`src/sv/gfr_pkg.sv`:
```
package gfr_pkg;

  localparam int COLUMNS_DEF = 128;
  localparam int PAGES_DEF = 4;

  localparam int GLYPH_WIDTH = 5;
  localparam int GLYPH_HEIGHT = 7;
  localparam int LETTER_BASE = 11;
  localparam logic [7:0] GLYPH_ROWS_MASK = 8'h7F;

  typedef enum logic [1:0] {
    OP_CLEAR = 2'd0,
    OP_DRAW  = 2'd1,
    OP_READ  = 2'd2
  } opcode_t;

  typedef enum logic [2:0] {
    ST_INIT,
    ST_IDLE,
    ST_DECODE,
    ST_CLEAR,
    ST_DRAW_RD,
    ST_DRAW_WR,
    ST_DONE
  } state_t;

  typedef struct packed {
    logic latch;
    logic clr_write;
    logic col_start;
    logic col_read;
    logic col_write;
    logic byte_read;
    logic load_result;
  } gfr_cmd_t;

  typedef struct packed {
    opcode_t op;
    logic    draw_ok;
    logic    clr_last;
    logic    col_done;
  } gfr_sts_t;

  typedef struct packed {
    logic       ok;
    logic [5:0] idx;
  } glyph_sel_t;

  // Map a character code to its font entry: space, then digits, then letters.
  function automatic glyph_sel_t glyph_lookup(input logic [7:0] code);
    glyph_sel_t sel;
    sel.ok  = 1'b0;
    sel.idx = 6'd0;
    if (code >= 8'h30 && code <= 8'h39) begin
      sel.ok  = 1'b1;
      sel.idx = 6'(code - 8'h30) + 6'd1;
    end else if (code >= 8'h41 && code <= 8'h5A) begin
      sel.ok  = 1'b1;
      sel.idx = 6'(code - 8'h41) + 6'(LETTER_BASE);
    end else if (code == 8'h20) begin
      sel.ok  = 1'b1;
      sel.idx = 6'd0;
    end
    return sel;
  endfunction

  // Five glyph columns, column 0 in the low byte; bit j is glyph row j.
  function automatic logic [39:0] font_glyph(input logic [5:0] idx);
    logic [39:0] g;
    unique case (idx)
      6'd0:  g = {8'h00, 8'h00, 8'h00, 8'h00, 8'h00};
      6'd1:  g = {8'h3E, 8'h45, 8'h49, 8'h51, 8'h3E};
      6'd2:  g = {8'h00, 8'h40, 8'h7F, 8'h42, 8'h00};
      6'd3:  g = {8'h46, 8'h49, 8'h51, 8'h61, 8'h42};
      6'd4:  g = {8'h31, 8'h4B, 8'h45, 8'h41, 8'h21};
      6'd5:  g = {8'h10, 8'h7F, 8'h12, 8'h14, 8'h18};
      6'd6:  g = {8'h39, 8'h45, 8'h45, 8'h45, 8'h27};
      6'd7:  g = {8'h30, 8'h49, 8'h49, 8'h4A, 8'h3C};
      6'd8:  g = {8'h03, 8'h05, 8'h09, 8'h71, 8'h01};
      6'd9:  g = {8'h36, 8'h49, 8'h49, 8'h49, 8'h36};
      6'd10: g = {8'h1E, 8'h29, 8'h49, 8'h49, 8'h06};
      6'd11: g = {8'h7E, 8'h11, 8'h11, 8'h11, 8'h7E};
      6'd12: g = {8'h36, 8'h49, 8'h49, 8'h49, 8'h7F};
      6'd13: g = {8'h22, 8'h41, 8'h41, 8'h41, 8'h3E};
      6'd14: g = {8'h1C, 8'h22, 8'h41, 8'h41, 8'h7F};
      6'd15: g = {8'h41, 8'h49, 8'h49, 8'h49, 8'h7F};
      6'd16: g = {8'h01, 8'h09, 8'h09, 8'h09, 8'h7F};
      6'd17: g = {8'h7A, 8'h49, 8'h49, 8'h41, 8'h3E};
      6'd18: g = {8'h7F, 8'h08, 8'h08, 8'h08, 8'h7F};
      6'd19: g = {8'h00, 8'h41, 8'h7F, 8'h41, 8'h00};
      6'd20: g = {8'h01, 8'h3F, 8'h41, 8'h40, 8'h20};
      6'd21: g = {8'h41, 8'h22, 8'h14, 8'h08, 8'h7F};
      6'd22: g = {8'h40, 8'h40, 8'h40, 8'h40, 8'h7F};
      6'd23: g = {8'h7F, 8'h02, 8'h0C, 8'h02, 8'h7F};
      6'd24: g = {8'h7F, 8'h10, 8'h08, 8'h04, 8'h7F};
      6'd25: g = {8'h3E, 8'h41, 8'h41, 8'h41, 8'h3E};
      6'd26: g = {8'h06, 8'h09, 8'h09, 8'h09, 8'h7F};
      6'd27: g = {8'h5E, 8'h21, 8'h51, 8'h41, 8'h3E};
      6'd28: g = {8'h46, 8'h29, 8'h19, 8'h09, 8'h7F};
      6'd29: g = {8'h31, 8'h49, 8'h49, 8'h49, 8'h46};
      6'd30: g = {8'h01, 8'h01, 8'h7F, 8'h01, 8'h01};
      6'd31: g = {8'h3F, 8'h40, 8'h40, 8'h40, 8'h3F};
      6'd32: g = {8'h1F, 8'h20, 8'h40, 8'h20, 8'h1F};
      6'd33: g = {8'h7F, 8'h20, 8'h18, 8'h20, 8'h7F};
      6'd34: g = {8'h63, 8'h14, 8'h08, 8'h14, 8'h63};
      6'd35: g = {8'h07, 8'h08, 8'h70, 8'h08, 8'h07};
      6'd36: g = {8'h43, 8'h45, 8'h49, 8'h51, 8'h61};
      default: g = 40'd0;
    endcase
    return g;
  endfunction

endpackage

```
`src/sv/gfr_ctrl.sv`:
```
module gfr_ctrl (
  input  logic             clk,
  input  logic             rst_n,
  input  logic             in_valid,
  output logic             in_ready,
  output logic             out_valid,
  input  logic             out_ready,
  input  gfr_pkg::gfr_sts_t sts,
  output gfr_pkg::gfr_cmd_t cmd
);

  gfr_pkg::state_t state_r, state_nxt;
  logic            out_valid_r, out_valid_nxt;
  logic            out_free;

  assign out_free  = !out_valid_r || out_ready;
  assign in_ready  = (state_r == gfr_pkg::ST_IDLE);
  assign out_valid = out_valid_r;

  always_comb begin
    state_nxt = state_r;
    unique case (state_r)
      gfr_pkg::ST_INIT: begin
        if (sts.clr_last) state_nxt = gfr_pkg::ST_IDLE;
      end
      gfr_pkg::ST_IDLE: begin
        if (in_valid) state_nxt = gfr_pkg::ST_DECODE;
      end
      gfr_pkg::ST_DECODE: begin
        unique case (sts.op)
          gfr_pkg::OP_CLEAR: state_nxt = gfr_pkg::ST_CLEAR;
          gfr_pkg::OP_DRAW: begin
            state_nxt = sts.draw_ok ? gfr_pkg::ST_DRAW_RD : gfr_pkg::ST_DONE;
          end
          default: state_nxt = gfr_pkg::ST_DONE;
        endcase
      end
      gfr_pkg::ST_CLEAR: begin
        if (sts.clr_last) state_nxt = gfr_pkg::ST_DONE;
      end
      gfr_pkg::ST_DRAW_RD: state_nxt = gfr_pkg::ST_DRAW_WR;
      gfr_pkg::ST_DRAW_WR: begin
        state_nxt = sts.col_done ? gfr_pkg::ST_DONE : gfr_pkg::ST_DRAW_RD;
      end
      gfr_pkg::ST_DONE: begin
        if (out_free) state_nxt = gfr_pkg::ST_IDLE;
      end
      default: state_nxt = gfr_pkg::ST_INIT;
    endcase
  end

  always_comb begin
    cmd = '0;
    unique case (state_r)
      gfr_pkg::ST_INIT:    cmd.clr_write = 1'b1;
      gfr_pkg::ST_IDLE:    cmd.latch = in_valid;
      gfr_pkg::ST_DECODE: begin
        cmd.col_start = (sts.op == gfr_pkg::OP_DRAW);
        cmd.byte_read = (sts.op == gfr_pkg::OP_READ);
      end
      gfr_pkg::ST_CLEAR:   cmd.clr_write = 1'b1;
      gfr_pkg::ST_DRAW_RD: cmd.col_read = 1'b1;
      gfr_pkg::ST_DRAW_WR: cmd.col_write = 1'b1;
      gfr_pkg::ST_DONE:    cmd.load_result = out_free;
      default:             cmd = '0;
    endcase
  end

  always_comb begin
    out_valid_nxt = out_valid_r;
    if (cmd.load_result) begin
      out_valid_nxt = 1'b1;
    end else if (out_ready) begin
      out_valid_nxt = 1'b0;
    end
  end

  always_ff @(posedge clk) begin
    if (!rst_n) begin
      state_r     <= gfr_pkg::ST_INIT;
      out_valid_r <= 1'b0;
    end else begin
      state_r     <= state_nxt;
      out_valid_r <= out_valid_nxt;
    end
  end

endmodule

```
`config.mk`:
```
export PLATFORM = sky130hd
export DESIGN_NAME = gfr_ctrl
export DESIGN_NICKNAME = d
export VERILOG_FILES = /design/src/sv/gfr_pkg.sv /design/src/sv/gfr_ctrl.sv
export SDC_FILE = /design/constraint.sdc
export NUM_CORES = 1
export LEC_CHECK = 0
export BUFFER_PORTS_ARGS = -buffer_cell sky130_fd_sc_hd__buf_2
export CORE_AREA = 2 2 39 41
export DETAILED_ROUTE_END_ITERATION = 6
export DIE_AREA = 0 0 41 43
export GPL_TIMING_DRIVEN = 0
export MAX_ROUTING_LAYER = met4
export PLACE_DENSITY_LB_ADDON = 0.25
export SLEW_MARGIN = 10
export SYNTH_ARGS = -nofsm -noshare
export SYNTH_HDL_FRONTEND = slang
export SYNTH_SLANG_ARGS = --single-unit
```
`constraint.sdc`:
```
create_clock -name clk -period 1.7 [get_ports clk]
set_clock_uncertainty 0.05 [all_clocks]
set_input_delay 0.425 -clock clk [delete_from_list [all_inputs] [get_ports clk]]
set_output_delay 0.425 -clock clk [all_outputs]
set_load 0.02 [all_outputs]
```
==> results by group <==
Floorplanning
  • Initial Util: 0.260
  • Chip height: 43 um
  • Die Width: 41 um
  • Rows: 14
  • Num ports: 18
  • Die area: 1760 um^2
  • Core Box Area: 1380 um^2

Worst setup path
  • CP arrival: 1.34 ns
  • Crit. End Element: primary output
  • Critical path required time: 1.22 ns
  • Critical path type: flop to primary output
  • Worst-path maximum fanout: 4
  • Flop2flop setup slack: 0.36 ns
  • CP startpoint kind: flop

Global routing
  • Global-route usage over all layers: 0.113
  • Largest net degree at the start of global routing: 11
  • Grt ovf: 0
  • First-pass GRT wire length: 1300 um
  • Initial antenna violation count: 0
  • Vias in the first global route: 320

Drt
  • Drt wl/cell: 10.2 um
  • First-pass DRT Iterations: 3
  • DRC violations left: 0
  • Post-Route WL: 840 um
  • DR vias: 375
  • Drt via density: 4.57
  • Antenna-violating nets left: 0
  • DRT iter0 DRCs: 7

Timing
  • FMAX: 0.552 GHz
  • Final Max Tran Viols: 0
  • Final setup margin: -0.112 ns
  • Setup-failing EPs final: 2
  • Crit share post-route: 1.07
  • Worst slew pin tran: 0.316 ns
  • RSZ-0062 raised after global routing: yes
  • Final setup TNS: -0.150 ns
  • Final hold violations: 0
  • Rel. slew slack: 0.787
  • Hold WS: 0.431 ns
  • Fin crit period: 1.81 ns

Synth
  • Number of distinct library cells after synthesis: 25
  • Mapped Area: 360 um^2
  • Post-Syn Nets: 54
  • Top FF cell, synth: dfxtp_1
  • Most common cell in the netlist: dfxtp_1
  • Yosys reg bits: 4
  • Synthesized area per cell: 8.01 um^2
  • Area leader, netlist: dfxtp_1
  • Ys async rst share: 0
  • Top-area cell type share of the netlist area: 0.222
  • Post-synth EDFFs: 0
  • Sequential-to-total area share from yosys stat: 0.222
  • Synth Instances: 45
  • YS warnings: 0
  • Dominant cells by area after synthesis: dfxtp_1, buf_6, a21boi_0, nor3b_1, mux2i_1

Flow run
  • Max Cap Viol: 0

Layout
  • Final instance area: 529 um^2
  • Fin nets: 77
  • N_diodes: 0
  • Fin cells: 82
  • Share of layout cells above drive strength 1: 0.545
  • Layout area overhead: 46.9%
  • Final core occ: 0.382

Clock tree
  • Clk buf depth: 2
  • CTS root buffer: clkbuf_4
  • CTS tree: built
  • Total CTS buffers: 3
  • Htree depth: 1
  • Clock Sinks: 4
  • Clock Latency Late Sink: 0.24 ns
  • Clk slew on worst S/H paths: 0.04 ns

Power and ir drop
  • Sw Share: 0.378
  • Reg power frac: 0.236
  • Net Sw Power: 0.000204 W
  • Clock power frac: 0.221
  • Maximum VDD drop: 0.266 mV
  • Cell internal pwr: 0.000336 W
  • Part of the power in combinational logic: 0.543
  • Power Dens Cells: 1020 nW/um^2
  • Leak: 0.242 nW

Placed design
  • PortBufs: 17
  • Gpl congestion: 0.725
  • Post-DP Area: 480 um^2
  • DP HPWL: 599 um
  • DP Cell Count: 78

Run status
  • Violated checks: negative setup slack
  • Status: finished with violations

Min path
  • Hold Path Class: input port to flop
## path summary, 6_finish.rpt
kind,to,start,depth (start not counted)
max reg2reg,state_r[0]$_SDFFE_PN0P_,state_r[2]$_SDFFE_PN0P_,5
max,cmd[4],state_r[1]$_SDFFE_PN0P_,3
min,state_r[2]$_SDFFE_PN0P_,rst_n,2
min reg2reg,out_valid$_SDFFE_PN0P_,out_valid$_SDFFE_PN0P_,2
## layer usage
layer,routed length [um],GRT usage,up-vias,part of all wire
li1,-,-,197,-
met1,403,0.156,164,0.48
met2,381,0.134,12,0.45
met3,42,0.0157,2,0.050
met4,12,0.100,0,0.014
met5,0,-,-,0
## worst max-delay path, cell delays in order (launching register included)
cell and delay (ns):
dfxtp_2 0.35, or3b_4 0.41, nor3b_2 0.18, buf_4 0.16
## power groups by stage
| stage | registers (W) | clock network (W) | logic, W |
|---|---|---|---|
| floorplan | 0.000123 | 0 | 0.000208 |
| finish | 0.000128 | 0.000119 | 0.000293 |
| global placement | 0.000125 | 0 | 0.000273 |
| global route | 0.000129 | 0.000130 | 0.000318 |
| CTS | 0.000124 | 0.000126 | 0.000283 |
| detailed placement | 0.000126 | 0 | 0.000273 |
## cells by family after synthesis
logic type,count (synthesis),share of synthesized area
AOI/OAI and AO/OA,8,0.146
buffers and inverters,6,0.135
xor gates and xnor gates,1,0.0243
DFF,4,0.222
and+or+nand+nor,24,0.417
muxes,2,0.0556
## sequential cells by signal, indices dropped and copies added, names as in the netlist
register   cells
state_r        3
out_valid      1
## area by class of cell
class | instances | area (um^2)
fill | 158 | 855
timing repair buffer | 20 | 121
inverter | 2 | 7.51
buffer | 2 | 22.5
sequential | 4 | 83.8
clock buffer | 3 | 22.5
multi-input combinational | 35 | 251
tap | 16 | 20.0
## per-stage QoR
stage	setup WS, ns	power [W]
after floorplan	0.0712	0.000331
after global placement	0.0651	0.000398
after detailed placement	0.0598	0.000398
after CTS	-0.154	0.000532
after global routing	-0.166	0.000577
final	-0.112	0.000539
## cell usage in the layout, fill, tap and decap left out, types with 2 or more instances in the layout
master and n:
nor3b_2 3, o21ai_0 2, clkbuf_4 3, mux2i_1 2, buf_2 13, buf_6 3
buf_4 6, dfxtp_2 3, inv_1 2, nand2_1 3, or2b_2 2, nor2_1 3
a21boi_0 3, nor3_1 2, a31oi_1 2
## what timing repair did
item / 4_1_cts / 5_1_grt
buffers inserted: 1 / 2
resized for setup: 4 / 5
pin swaps: 3 / 2
hold buffers: 0 / 0
endpoints found under the setup margin: 3 / 6
Note: power is estimated with default switching activity, not from simulation.
